`config.mk`:
```
export PLATFORM = sky130hd
export DESIGN_NAME = midpoint_semicircle_rasterizer_top_flat
export DESIGN_NICKNAME = d
export VERILOG_FILES = /design/src/rtl/msr_pkg.sv /design/src/rtl/msr_cmd_if.sv /design/src/rtl/msr_pix_if.sv /design/src/rtl/msr_front.sv /design/src/rtl/msr_fifo.sv /design/src/rtl/msr_back.sv /design/src/rtl/midpoint_semicircle_rasterizer_top.sv /design/src/flat_wrapper.sv
export VERILOG_INCLUDE_DIRS = /design/src /design/src/rtl
export SDC_FILE = /design/constraint.sdc
export NUM_CORES = 1
export LEC_CHECK = 0
export BUFFER_PORTS_ARGS = -buffer_cell sky130_fd_sc_hd__buf_2
export CAP_MARGIN = 20
export CORE_MARGIN = 4
export CORE_UTILIZATION = 60
export CTS_CLUSTER_DIAMETER = 30
export DETAILED_ROUTE_END_ITERATION = 16
export HOLD_SLACK_MARGIN = 0.02
export PLACE_DENSITY = 0.75
export SLEW_MARGIN = 40
export SYNTH_ARGS = -nofsm -noshare
export SYNTH_HDL_FRONTEND = slang
export SYNTH_SLANG_ARGS = --single-unit
```
`constraint.sdc`:
```
create_clock -name clk -period 7 [get_ports clk]
set_input_delay 0.35 -clock clk [delete_from_list [all_inputs] [get_ports clk]]
set_output_delay 0.35 -clock clk [all_outputs]
set_load 0.1 [all_outputs]
```
`src/rtl/midpoint_semicircle_rasterizer_top_assert.svh`:
```
// Assertion helpers for the rasterizer modules; msr_fifo includes them.
`ifndef MIDPOINT_SEMICIRCLE_RASTERIZER_TOP_ASSERT_SVH
`define MIDPOINT_SEMICIRCLE_RASTERIZER_TOP_ASSERT_SVH

// Condition that must hold at every clock edge out of reset.
`define MSR_ASSERT_ALWAYS(lbl, clk, rst_n, cond) \
    lbl: assert property (@(posedge clk) disable iff (!rst_n) (cond)) \
        else $error("%m: invariant violated");

// Consequence that must hold in the same cycle as the antecedent.
`define MSR_ASSERT_IMPLY(lbl, clk, rst_n, ante, cons) \
    lbl: assert property (@(posedge clk) disable iff (!rst_n) (ante) |-> (cons)) \
        else $error("%m: implication violated");

// Consequence that must hold in the cycle after the antecedent.
`define MSR_ASSERT_NEXT(lbl, clk, rst_n, ante, cons) \
    lbl: assert property (@(posedge clk) disable iff (!rst_n) (ante) |=> (cons)) \
        else $error("%m: next-cycle check violated");

`endif

```
`src/rtl/msr_pkg.sv`:
```
package msr_pkg;

    localparam int COORD_BITS_DEF = 10;
    localparam int RAD_W          = 9;
    localparam int OFF_W          = 9;
    localparam int DEC_W          = 12;
    localparam int PIX_W          = 12;
    localparam int QUEUE_DEPTH    = 2;
    localparam int PH_W           = 2;

    localparam logic            MODE_START = 1'b0;
    localparam logic            MODE_STEP  = 1'b1;
    localparam logic [PH_W-1:0] PH_FIRST   = 2'd0;
    localparam logic [PH_W-1:0] PH_LAST    = 2'd3;

    // One queued arc position: center already folded to pixel width.
    typedef struct packed {
        logic [PIX_W-1:0] cx;
        logic [PIX_W-1:0] cy;
        logic [OFF_W-1:0] x;
        logic [OFF_W-1:0] y;
        logic             left;
        logic             done;
    } job_t;

endpackage

```
`src/rtl/msr_cmd_if.sv`:
```
interface msr_cmd_if
    import msr_pkg::*;
#(
    parameter int COORD_BITS = COORD_BITS_DEF
) ();

    logic                  valid;
    logic                  ready;
    logic                  mode;
    logic [COORD_BITS-1:0] center_x;
    logic [COORD_BITS-1:0] center_y;
    logic [RAD_W-1:0]      radius;
    logic                  left_half;

    modport source (
        output valid, mode, center_x, center_y, radius, left_half,
        input  ready
    );

    modport sink (
        input  valid, mode, center_x, center_y, radius, left_half,
        output ready
    );

endinterface

```
`src/rtl/msr_pix_if.sv`:
```
interface msr_pix_if
    import msr_pkg::*;
();

    logic                    valid;
    logic                    ready;
    logic signed [PIX_W-1:0] pixel_x;
    logic signed [PIX_W-1:0] pixel_y;
    logic                    last;
    logic                    arc_done;

    modport source (
        output valid, pixel_x, pixel_y, last, arc_done,
        input  ready
    );

    modport sink (
        input  valid, pixel_x, pixel_y, last, arc_done,
        output ready
    );

endinterface

```
`src/rtl/msr_front.sv`:
```
module msr_front
    import msr_pkg::*;
#(
    parameter int COORD_BITS = COORD_BITS_DEF
) (
    input  logic     clk,
    input  logic     rst_n,
    msr_cmd_if.sink  cmd,
    input  logic     q_full,
    output logic     push,
    output job_t     push_job
);

    logic [COORD_BITS-1:0] ctr_x_reg, ctr_x_next;
    logic [COORD_BITS-1:0] ctr_y_reg, ctr_y_next;
    logic                  use_left_reg, use_left_next;
    logic [OFF_W-1:0]      off_x_reg, off_x_next;
    logic [OFF_W-1:0]      off_y_reg, off_y_next;
    logic [DEC_W-1:0]      decision_reg, decision_next;

    logic             accept;
    logic             arc_end;
    logic [OFF_W-1:0] x_inc;
    logic [OFF_W-1:0] y_dec;

    assign cmd.ready = !q_full;
    assign accept    = cmd.valid && cmd.ready;
    assign arc_end   = off_x_reg >= off_y_reg;
    assign x_inc     = off_x_reg + OFF_W'(1);
    assign y_dec     = off_y_reg - OFF_W'(1);

    always_comb
    begin
        ctr_x_next    = ctr_x_reg;
        ctr_y_next    = ctr_y_reg;
        use_left_next = use_left_reg;
        off_x_next    = off_x_reg;
        off_y_next    = off_y_reg;
        decision_next = decision_reg;
        push          = 1'b0;
        if (accept)
        begin
            if (cmd.mode == MODE_START)
            begin
                ctr_x_next    = cmd.center_x;
                ctr_y_next    = cmd.center_y;
                use_left_next = cmd.left_half;
                off_x_next    = '0;
                off_y_next    = OFF_W'(cmd.radius);
                decision_next = DEC_W'(1) - DEC_W'(cmd.radius);
                push          = 1'b1;
            end
            else if (!arc_end)
            begin
                off_x_next = x_inc;
                push       = 1'b1;
                if (decision_reg[DEC_W-1])
                begin
                    decision_next = decision_reg + DEC_W'({x_inc, 1'b0}) + DEC_W'(1);
                end
                else
                begin
                    off_y_next    = y_dec;
                    decision_next = decision_reg
                                  + ((DEC_W'(x_inc) - DEC_W'(y_dec)) << 1)
                                  + DEC_W'(1);
                end
            end
        end
    end

    always_comb
    begin
        push_job.cx   = PIX_W'(ctr_x_next);
        push_job.cy   = PIX_W'(ctr_y_next);
        push_job.x    = off_x_next;
        push_job.y    = off_y_next;
        push_job.left = use_left_next;
        push_job.done = off_x_next >= off_y_next;
    end

    always_ff @(posedge clk or negedge rst_n)
    begin
        if (!rst_n)
        begin
            ctr_x_reg    <= '0;
            ctr_y_reg    <= '0;
            use_left_reg <= 1'b0;
            off_x_reg    <= '0;
            off_y_reg    <= '0;
            decision_reg <= '0;
        end
        else
        begin
            ctr_x_reg    <= ctr_x_next;
            ctr_y_reg    <= ctr_y_next;
            use_left_reg <= use_left_next;
            off_x_reg    <= off_x_next;
            off_y_reg    <= off_y_next;
            decision_reg <= decision_next;
        end
    end

endmodule

```
`src/rtl/msr_fifo.sv`:
```
`include "midpoint_semicircle_rasterizer_top_assert.svh"

module msr_fifo
    import msr_pkg::*;
(
    input  logic clk,
    input  logic rst_n,
    input  logic push,
    input  job_t push_job,
    input  logic pop,
    output logic full,
    output logic head_valid,
    output job_t head
);

    localparam int PTR_W = (QUEUE_DEPTH > 1) ? $clog2(QUEUE_DEPTH) : 1;
    localparam int CNT_W = $clog2(QUEUE_DEPTH + 1);

    job_t             mem_reg [QUEUE_DEPTH];
    logic [PTR_W-1:0] wr_ptr_reg, wr_ptr_next;
    logic [PTR_W-1:0] rd_ptr_reg, rd_ptr_next;
    logic [CNT_W-1:0] count_reg, count_next;

    assign full       = count_reg == CNT_W'(QUEUE_DEPTH);
    assign head_valid = count_reg != '0;
    assign head       = mem_reg[rd_ptr_reg];

    // Advance a pointer with wrap at the queue depth.
    function automatic logic [PTR_W-1:0] ptr_inc(input logic [PTR_W-1:0] p);
        logic [PTR_W-1:0] r;
        if (p == PTR_W'(QUEUE_DEPTH - 1))
            r = '0;
        else
            r = p + PTR_W'(1);
        return r;
    endfunction

    always_comb
    begin
        wr_ptr_next = push ? ptr_inc(wr_ptr_reg) : wr_ptr_reg;
        rd_ptr_next = pop  ? ptr_inc(rd_ptr_reg) : rd_ptr_reg;
        count_next  = count_reg;
        if (push && !pop)
            count_next = count_reg + CNT_W'(1);
        else if (pop && !push)
            count_next = count_reg - CNT_W'(1);
    end

    always_ff @(posedge clk)
    begin
        if (push)
            mem_reg[wr_ptr_reg] <= push_job;
    end

    always_ff @(posedge clk or negedge rst_n)
    begin
        if (!rst_n)
        begin
            wr_ptr_reg <= '0;
            rd_ptr_reg <= '0;
            count_reg  <= '0;
        end
        else
        begin
            wr_ptr_reg <= wr_ptr_next;
            rd_ptr_reg <= rd_ptr_next;
            count_reg  <= count_next;
        end
    end

    `MSR_ASSERT_ALWAYS(a_count_bound, clk, rst_n, count_reg <= CNT_W'(QUEUE_DEPTH))
    `MSR_ASSERT_IMPLY(a_no_overflow, clk, rst_n, push, !full || pop)
    `MSR_ASSERT_IMPLY(a_no_underflow, clk, rst_n, pop, head_valid)
    `MSR_ASSERT_NEXT(a_push_only_grows, clk, rst_n, push && !pop, count_reg != '0)

endmodule

```
`src/rtl/msr_back.sv`:
```
module msr_back
    import msr_pkg::*;
(
    input  logic      clk,
    input  logic      rst_n,
    input  logic      head_valid,
    input  job_t      head,
    output logic      pop,
    msr_pix_if.source pix
);

    logic [PH_W-1:0]  phase_reg, phase_next;
    logic             out_valid_reg, out_valid_next;
    logic [PIX_W-1:0] pixel_x_reg, pixel_x_next;
    logic [PIX_W-1:0] pixel_y_reg, pixel_y_next;
    logic             last_reg, last_next;
    logic             arc_done_reg, arc_done_next;

    logic             advance;
    logic [OFF_W-1:0] off_a;
    logic [OFF_W-1:0] off_b;

    assign advance = head_valid && (!out_valid_reg || pix.ready);
    assign pop     = advance && (phase_reg == PH_LAST);

    // Odd phases swap the roles of x and y; upper phases mirror below center.
    assign off_a = phase_reg[0] ? head.y : head.x;
    assign off_b = phase_reg[0] ? head.x : head.y;

    always_comb
    begin
        phase_next     = phase_reg;
        out_valid_next = out_valid_reg;
        pixel_x_next   = pixel_x_reg;
        pixel_y_next   = pixel_y_reg;
        last_next      = last_reg;
        arc_done_next  = arc_done_reg;
        if (advance)
        begin
            phase_next     = phase_reg + PH_W'(1);
            out_valid_next = 1'b1;
            pixel_x_next   = head.left ? head.cx - PIX_W'(off_a) : head.cx + PIX_W'(off_a);
            pixel_y_next   = phase_reg[1] ? head.cy - PIX_W'(off_b) : head.cy + PIX_W'(off_b);
            last_next      = phase_reg == PH_LAST;
            arc_done_next  = head.done;
        end
        else if (pix.ready)
        begin
            out_valid_next = 1'b0;
        end
    end

    always_ff @(posedge clk or negedge rst_n)
    begin
        if (!rst_n)
        begin
            phase_reg     <= PH_FIRST;
            out_valid_reg <= 1'b0;
        end
        else
        begin
            phase_reg     <= phase_next;
            out_valid_reg <= out_valid_next;
        end
    end

    always_ff @(posedge clk)
    begin
        pixel_x_reg  <= pixel_x_next;
        pixel_y_reg  <= pixel_y_next;
        last_reg     <= last_next;
        arc_done_reg <= arc_done_next;
    end

    assign pix.valid    = out_valid_reg;
    assign pix.pixel_x  = pixel_x_reg;
    assign pix.pixel_y  = pixel_y_reg;
    assign pix.last     = last_reg;
    assign pix.arc_done = arc_done_reg;

endmodule

```
`src/rtl/midpoint_semicircle_rasterizer_top.sv`:
```
// The first pixel of a request passes through the queue entry and then the output register.
// Each drawing request yields four pixels, one per cycle on the output register unless stalled.
// A step on a finished arc is accepted but emits nothing; the 2-entry queue absorbs bursts.
// Reset (rst_n low, asynchronous): arc state cleared to zero, queue emptied,
// output valid dropped; the first request is taken in the cycle after release.
module midpoint_semicircle_rasterizer_top
    import msr_pkg::*;
#(
    parameter int COORD_BITS = COORD_BITS_DEF
) (
    input  logic      clk,
    input  logic      rst_n,
    msr_cmd_if.sink   cmd,
    msr_pix_if.source pix
);

    // Front end: take each request, advance the midpoint decision and the
    // x/y offsets right away, and push one arc position per drawing request.
    // A step request on a finished arc updates nothing and pushes nothing.
    logic push;
    job_t push_job;
    logic q_full;

    // Queue: hold arc positions so the front keeps accepting while the
    // pixel sequencer works through the four mirror points of earlier ones.
    logic head_valid;
    job_t head;
    logic pop;

    msr_front #(
        .COORD_BITS (COORD_BITS)
    ) u_front (
        .clk      (clk),
        .rst_n    (rst_n),
        .cmd      (cmd),
        .q_full   (q_full),
        .push     (push),
        .push_job (push_job)
    );

    msr_fifo u_fifo (
        .clk        (clk),
        .rst_n      (rst_n),
        .push       (push),
        .push_job   (push_job),
        .pop        (pop),
        .full       (q_full),
        .head_valid (head_valid),
        .head       (head)
    );

    // Back end: walk the four symmetric points of the queue head, one per cycle
    // into the output register unless the output stalls; pop the head as the fourth is loaded.
    msr_back u_back (
        .clk        (clk),
        .rst_n      (rst_n),
        .head_valid (head_valid),
        .head       (head),
        .pop        (pop),
        .pix        (pix)
    );

endmodule
```
`src/flat_wrapper.sv`:
```
// flat-port wrapper written by rule: the top's interface ports become plain ports
module midpoint_semicircle_rasterizer_top_flat import msr_pkg::*;
#(
    parameter int COORD_BITS = COORD_BITS_DEF
)
  (clk, rst_n, cmd_valid, cmd_mode, cmd_center_x, cmd_center_y, cmd_radius, cmd_left_half, cmd_ready, pix_valid, pix_pixel_x, pix_pixel_y, pix_last, pix_arc_done, pix_ready);
  msr_cmd_if #(.COORD_BITS(COORD_BITS)) cmd_i ();
  msr_pix_if pix_i ();
  input  logic clk;
  input  logic rst_n;
  input wire logic [$bits(cmd_i.valid)-1:0] cmd_valid;
  input wire logic [$bits(cmd_i.mode)-1:0] cmd_mode;
  input wire logic [$bits(cmd_i.center_x)-1:0] cmd_center_x;
  input wire logic [$bits(cmd_i.center_y)-1:0] cmd_center_y;
  input wire logic [$bits(cmd_i.radius)-1:0] cmd_radius;
  input wire logic [$bits(cmd_i.left_half)-1:0] cmd_left_half;
  output wire logic [$bits(cmd_i.ready)-1:0] cmd_ready;
  output wire logic [$bits(pix_i.valid)-1:0] pix_valid;
  output wire logic [$bits(pix_i.pixel_x)-1:0] pix_pixel_x;
  output wire logic [$bits(pix_i.pixel_y)-1:0] pix_pixel_y;
  output wire logic [$bits(pix_i.last)-1:0] pix_last;
  output wire logic [$bits(pix_i.arc_done)-1:0] pix_arc_done;
  input wire logic [$bits(pix_i.ready)-1:0] pix_ready;
  assign cmd_i.valid = cmd_valid;
  assign cmd_i.mode = cmd_mode;
  assign cmd_i.center_x = cmd_center_x;
  assign cmd_i.center_y = cmd_center_y;
  assign cmd_i.radius = cmd_radius;
  assign cmd_i.left_half = cmd_left_half;
  assign cmd_ready = cmd_i.ready;
  assign pix_valid = pix_i.valid;
  assign pix_pixel_x = pix_i.pixel_x;
  assign pix_pixel_y = pix_i.pixel_y;
  assign pix_last = pix_i.last;
  assign pix_arc_done = pix_i.arc_done;
  assign pix_i.ready = pix_ready;
  midpoint_semicircle_rasterizer_top #(.COORD_BITS(COORD_BITS)) u_core (.clk(clk), .rst_n(rst_n), .cmd(cmd_i), .pix(pix_i));
endmodule
```
# ---- Yosys cells after proc, flatten, opt, wreduce, memory -nomap -nowiden
# Memory sizes are Yosys's and may differ from the RTL's.
# Index checks and enable logic that the tools add are counted.
dict set report op_classes {
  n_mux 31
  n_reduce_logical 14
  magnitude_cmp 2
  n_eq_ne 3
  n_addsub 17
}
# op n
set ops {}
lappend ops {{$mux 9} 9}
lappend ops {{$mux 12} 5}
lappend ops {{$mux 10} 4}
lappend ops {{$add 12x1->12 const B} 2}
lappend ops {{$add 12x9->12} 2}
lappend ops {{$sub 12x9->12} 2}
lappend ops {{$ge 9x9->1} 2}
lappend ops {{$add 12x10->12} 1}
lappend ops {{$add 12x12->12} 1}
lappend ops {{$mux 1} 11}
lappend ops {{$sub 1x9->10 const A} 1}
lappend ops {{$sub 9x9->10} 1}
lappend ops {{$add 9x1->9 const B} 1}
lappend ops {{$sub 9x1->9 const B} 1}
lappend ops {{$reduce_bool 2->1} 3}
lappend ops {{$logic_and 1x1->1} 5}
lappend ops {{$add 2x1->2 const B} 2}
lappend ops {{$eq 2x2->1 const B} 2}
lappend ops {{$logic_not 1->1} 4}
lappend ops {{$mux 2} 2}
lappend ops {{$add 1x1->1 const B} 2}
lappend ops {{$ne 2x2->1 const B} 1}
lappend ops {{$reduce_and 2->1} 1}
lappend ops {{$sub 2x1->2 const B} 1}
lappend ops {{$logic_or 1x1->1} 1}
dict set report totals {
  reg_bits 84
  ram_bits 80
  n_memories 1
  wordCells 83
}
# name words word_bits rd rd_clocked_by_memory_dff write_ports line_no
set memory_table {}
lappend memory_table {u_core.u_fifo.mem_reg 2 40 1 0 1 msr_fifo.sv:19} ;# job_t mem_reg [QUEUE_DEPTH];

# ---- Logic depth before layout (Yosys ltp)
dict set report logic_depth {
  ltp_word 8
  mapped_depth 18
  depth_no_buf 18
}

# ---- Cells and area by module
# From an unflattened synthesis, not the netlist that was laid out.
dict set report hier_totals {
  hier_cells 945
  hier_area_um2 10777.8
}
# mod area_each_um2 cells_per_inst instances
set modules_own_cells {}
lappend modules_own_cells {msr_front 4536.9 514 1}
lappend modules_own_cells {msr_fifo 3564.7 153 1}
lappend modules_own_cells {msr_back 2676.3 278 1}

# ---- Worst setup path after synthesis
# OpenSTA, ideal clock, no wires.
dict set report synth_timing {
  path_type {register -> register}
  start {reg u_core.u_front.off_y_reg[4]}
  end {mem u_core.u_fifo.mem_reg[0][0] in the netlist's numbering (enable)}
  stages_incl_launch_ff 11
  setup_slack_ns 2.981
  required_ns 6.563
  arrival_time_ns 3.581
  setup_time_ns 0.437
  cell_sequence {dfrtp_1 inv_1 ha_1 or4_4 a21oi_2 o31ai_2 buf_6 nand2_1 nand2_1 clkbuf_1 nor2_1}
}
dict set report synth_between {
  elab_chain_len 6
}
# element line_no
set synth_lines {}
lappend synth_lines {{from (decl)} msr_front.sv:18} ;# logic [OFF_W-1:0] off_y_reg, off_y_next;
lappend synth_lines {{from (signal assigned)} msr_front.sv:99} ;# off_y_reg <= off_y_next;
lappend synth_lines {{$ge 9x9->1} msr_front.sv:28} ;# assign arc_end = off_x_reg >= off_y_reg;
lappend synth_lines {{$mux 1} msr_front.sv:53} ;# else if (!arc_end)
lappend synth_lines {{$mux 1} msr_front.sv:43} ;# if (cmd.mode == MODE_START)
lappend synth_lines {{$mux 1} msr_front.sv:41} ;# if (accept)
lappend synth_lines {{$mux 1} msr_fifo.sv:51} ;# if (push)
lappend synth_lines {{$mux 1 (not written as such)} msr_fifo.sv:52} ;# mem_reg[wr_ptr_reg] <= push_job;
lappend synth_lines {{to (decl)} msr_fifo.sv:19}
# Every way passes these cells.

==> results_dict.tcl <==
set metrics [dict create \
    critPathMaxStageDelay_ns 0.59 \
    grt_pass1_wl_mm 36.6 \
    pin_count 63 \
    arrival_ns 4.42 \
    crit_path_top_delay_cell "o31ai_2" \
    yosys.cell_count.top_type "nand2_1" \
    fmax_mhz 235 \
    final_antenna_net_count 0 \
    cts_root_buf "clkbuf_16" \
    final_core_util 0.683 \
    synth-seq-cells 164 \
    yosys_most_used_dff "edfxtp_1" \
    multi_input_area_um2 5120 \
    seq_area_um2 4640 \
    crit_required_ns 7.16 \
    drtIter0Drc 496 \
    yosys.area.top_type "edfxtp_1" \
    critPathTopFamily "compound AO/OA/AOI/OAI gates" \
    viasPerCell 5.91 \
    period_minus_slack_ns 4.25 \
    overflow 0 \
    fin_setup_tns_ns 0 \
    synth_cell_types 64 \
    grt_start_max_net_pins 59 \
    yosysSeqAreaShare 0.459 \
    wl_met2_mm 11.1 \
    wl_met1_mm 9.82 \
    num_antenna_cells 0 \
    async_flop_share 0.354 \
    end_kind "flop" \
    crit_chain "inv_1 > ha_1 > nand2b_1 > a21oi_2 > o31ai_2 > nor2_1 > xnor2_1 > nor2_1 > inv_1 > ha_1 > nand2b_1 > a21o_1 > a21oi_1 > nor2b_1 > o21ai_0 > a21oi_1 > o41a_1" \
    synthesis.nets 1068 \
    vias 7268 \
    drive_above_1_share 0.154 \
    grt_antenna_before_repair 0 \
    outcome "finished, final reports clean" \
    num_rows 47 \
    worstSkewPairLatency_ns 0.43 \
    first_global_vias 7238 \
    hold_viol_final 0 \
    cp.buffers_inverters 2 \
    cts_hold_buf 0 \
    rsz0062_at_grt "false" \
    synth-edff-count 106 \
    synthCells 938 \
    wl_met3_um 980 \
    htree_levels 4 \
    yosys-top-cells-count "nand2_1 (112), edfxtp_1 (106), ha_1 (88)" \
    port_buffers 62 \
    largest_reg_flops 80 \
    grt_util_all_layers 0.251 \
    final_max_slew_viol_count 0 \
    cts_resized 0 \
    clock_skew_ns 0.0117 \
    fillCellCount 1290 \
    synth_area_leaders "edfxtp_1 (32%), dfrtp_1 (14%), ha_1 (11%), nand2_1 (4.2%), mux4_2 (4.0%)" \
    postCtsSetupBuffers 0 \
    fin_crit_sh 0.608 \
    nets 1127 \
    clock_sinks 164 \
    routed_wl_mm 22.4 \
    die_w_um 138 \
    max-clock-path-buffers 2 \
    syn_area_per_cell_um2 10.8 \
    wire_per_inst_um 18.2 \
    holdWs_ns 0.0183 \
    start_util 0.611 \
    place_congestion 0.882 \
    drc 0 \
    netlist_area_um2 10100 \
    synth_top_area_share 0.315 \
    core_um2 16500 \
    place_hpwl_mm 15.5 \
    clk_pin_slew_worst_paths_ns 0.07 \
    rrSetupSlack_ns 2.75 \
    ys.warnings.count 0 \
    numCtsBuffers 17 \
    areaGrowthSynthToFinish_pct 11.8 \
    worst_pin_slew_ns 0.713 \
    dieArea_um2 19000 \
    die_h_um 138 \
    cts_tree "built" \
    cp_max_fo 11 \
    relSlewSlack 0.524 \
    setup_viol 0 \
    maxCapViolations 0 \
    top_layer_used "met4" \
    firstDrtPassIters 5 \
    critical_path.startpoint_type "flop" \
    crit_type "reg -> reg" \
    hold_path_class "in -> async" \
]
[cell families after synthesis]
| family | Yosys count | share of synthesized area |
|---|---|---|
| AND/OR/NAND/NOR | 241 | 0.109 |
| AO/OA/AOI/OAI | 228 | 0.142 |
| flip-flops | 164 | 0.459 |
| buffers and inverters | 95 | 0.0369 |
| adder cells (fa/ha/maj) | 95 | 0.123 |
| XOR/XNOR | 67 | 0.0581 |
| multiplexers | 48 | 0.0723 |
[stage by stage]
step	cell area [µm²]	setup slack (ns)	instances
after floorplan	10100	2.98	938
after global placement	10600	2.94	1198
after detailed placement	10600	2.76	1198
after CTS	11300	2.72	1230
after global routing	11300	2.52	1230
final	11300	2.75	1230
[worst paths after layout]
path	from	to	cells after the start
setup reg to reg	u_core.u_front.off_x_reg[0]	u_core.u_fifo.mem_reg[1][0]	17
min in group clk	pix_ready	u_core.u_back.pix.valid	2
max in group asynchronous	rst_n	u_core.u_back.phase_reg[0]	2
setup / recovery	u_core.u_front.off_x_reg[0]	u_core.u_fifo.mem_reg[1][0]	17
hold reg to reg	u_core.u_fifo.count_reg[1]	u_core.u_fifo.count_reg[1]	1
hold / removal	rst_n	u_core.u_back.pix.valid	2
[per-layer routing]
| layer | track usage | vias up |
|---|---|---|
| li1 | - | 3519 |
| met2 | 0.425 | 186 |
| met5 | 0 | - |
| met4 | 0.0878 | 0 |
| met3 | 0.0351 | 39 |
| met1 | 0.332 | 3524 |
[placed cells by master (no fill, tap or decap), types with 5 or more instances in the layout]
master	n
a21o_1	21
a21oi_1	66
a22o_1	5
a31oi_1	12
buf_2	62
buf_4	7
clkbuf_16	21
dfrtp_1	56
edfxtp_1	106
fa_1	7
ha_1	88
inv_1	65
mux2_2	20
mux2i_1	10
mux4_2	18
nand2_1	111
nand2b_1	10
nand3_1	14
nor2_1	46
nor2b_1	11
nor3_1	14
o21a_1	8
o21ai_0	55
o21bai_1	7
o22a_1	6
o22ai_1	11
o31ai_1	7
or3_1	8
xnor2_1	45
xor2_1	22
[area by class of cell]
type,instances,share of cell area
repair buffers,70,0.0331
inverters,65,0.0216
clock inverters,10,0.00920
well taps,220,0.0244
multi-input cells,679,0.453
flip-flops and latches,164,0.411
clock buffers,22,0.0478
Power is left out: the tool's default activity adds up to more than one toggle a clock period on the data nets, which glitch-free logic cannot reach.
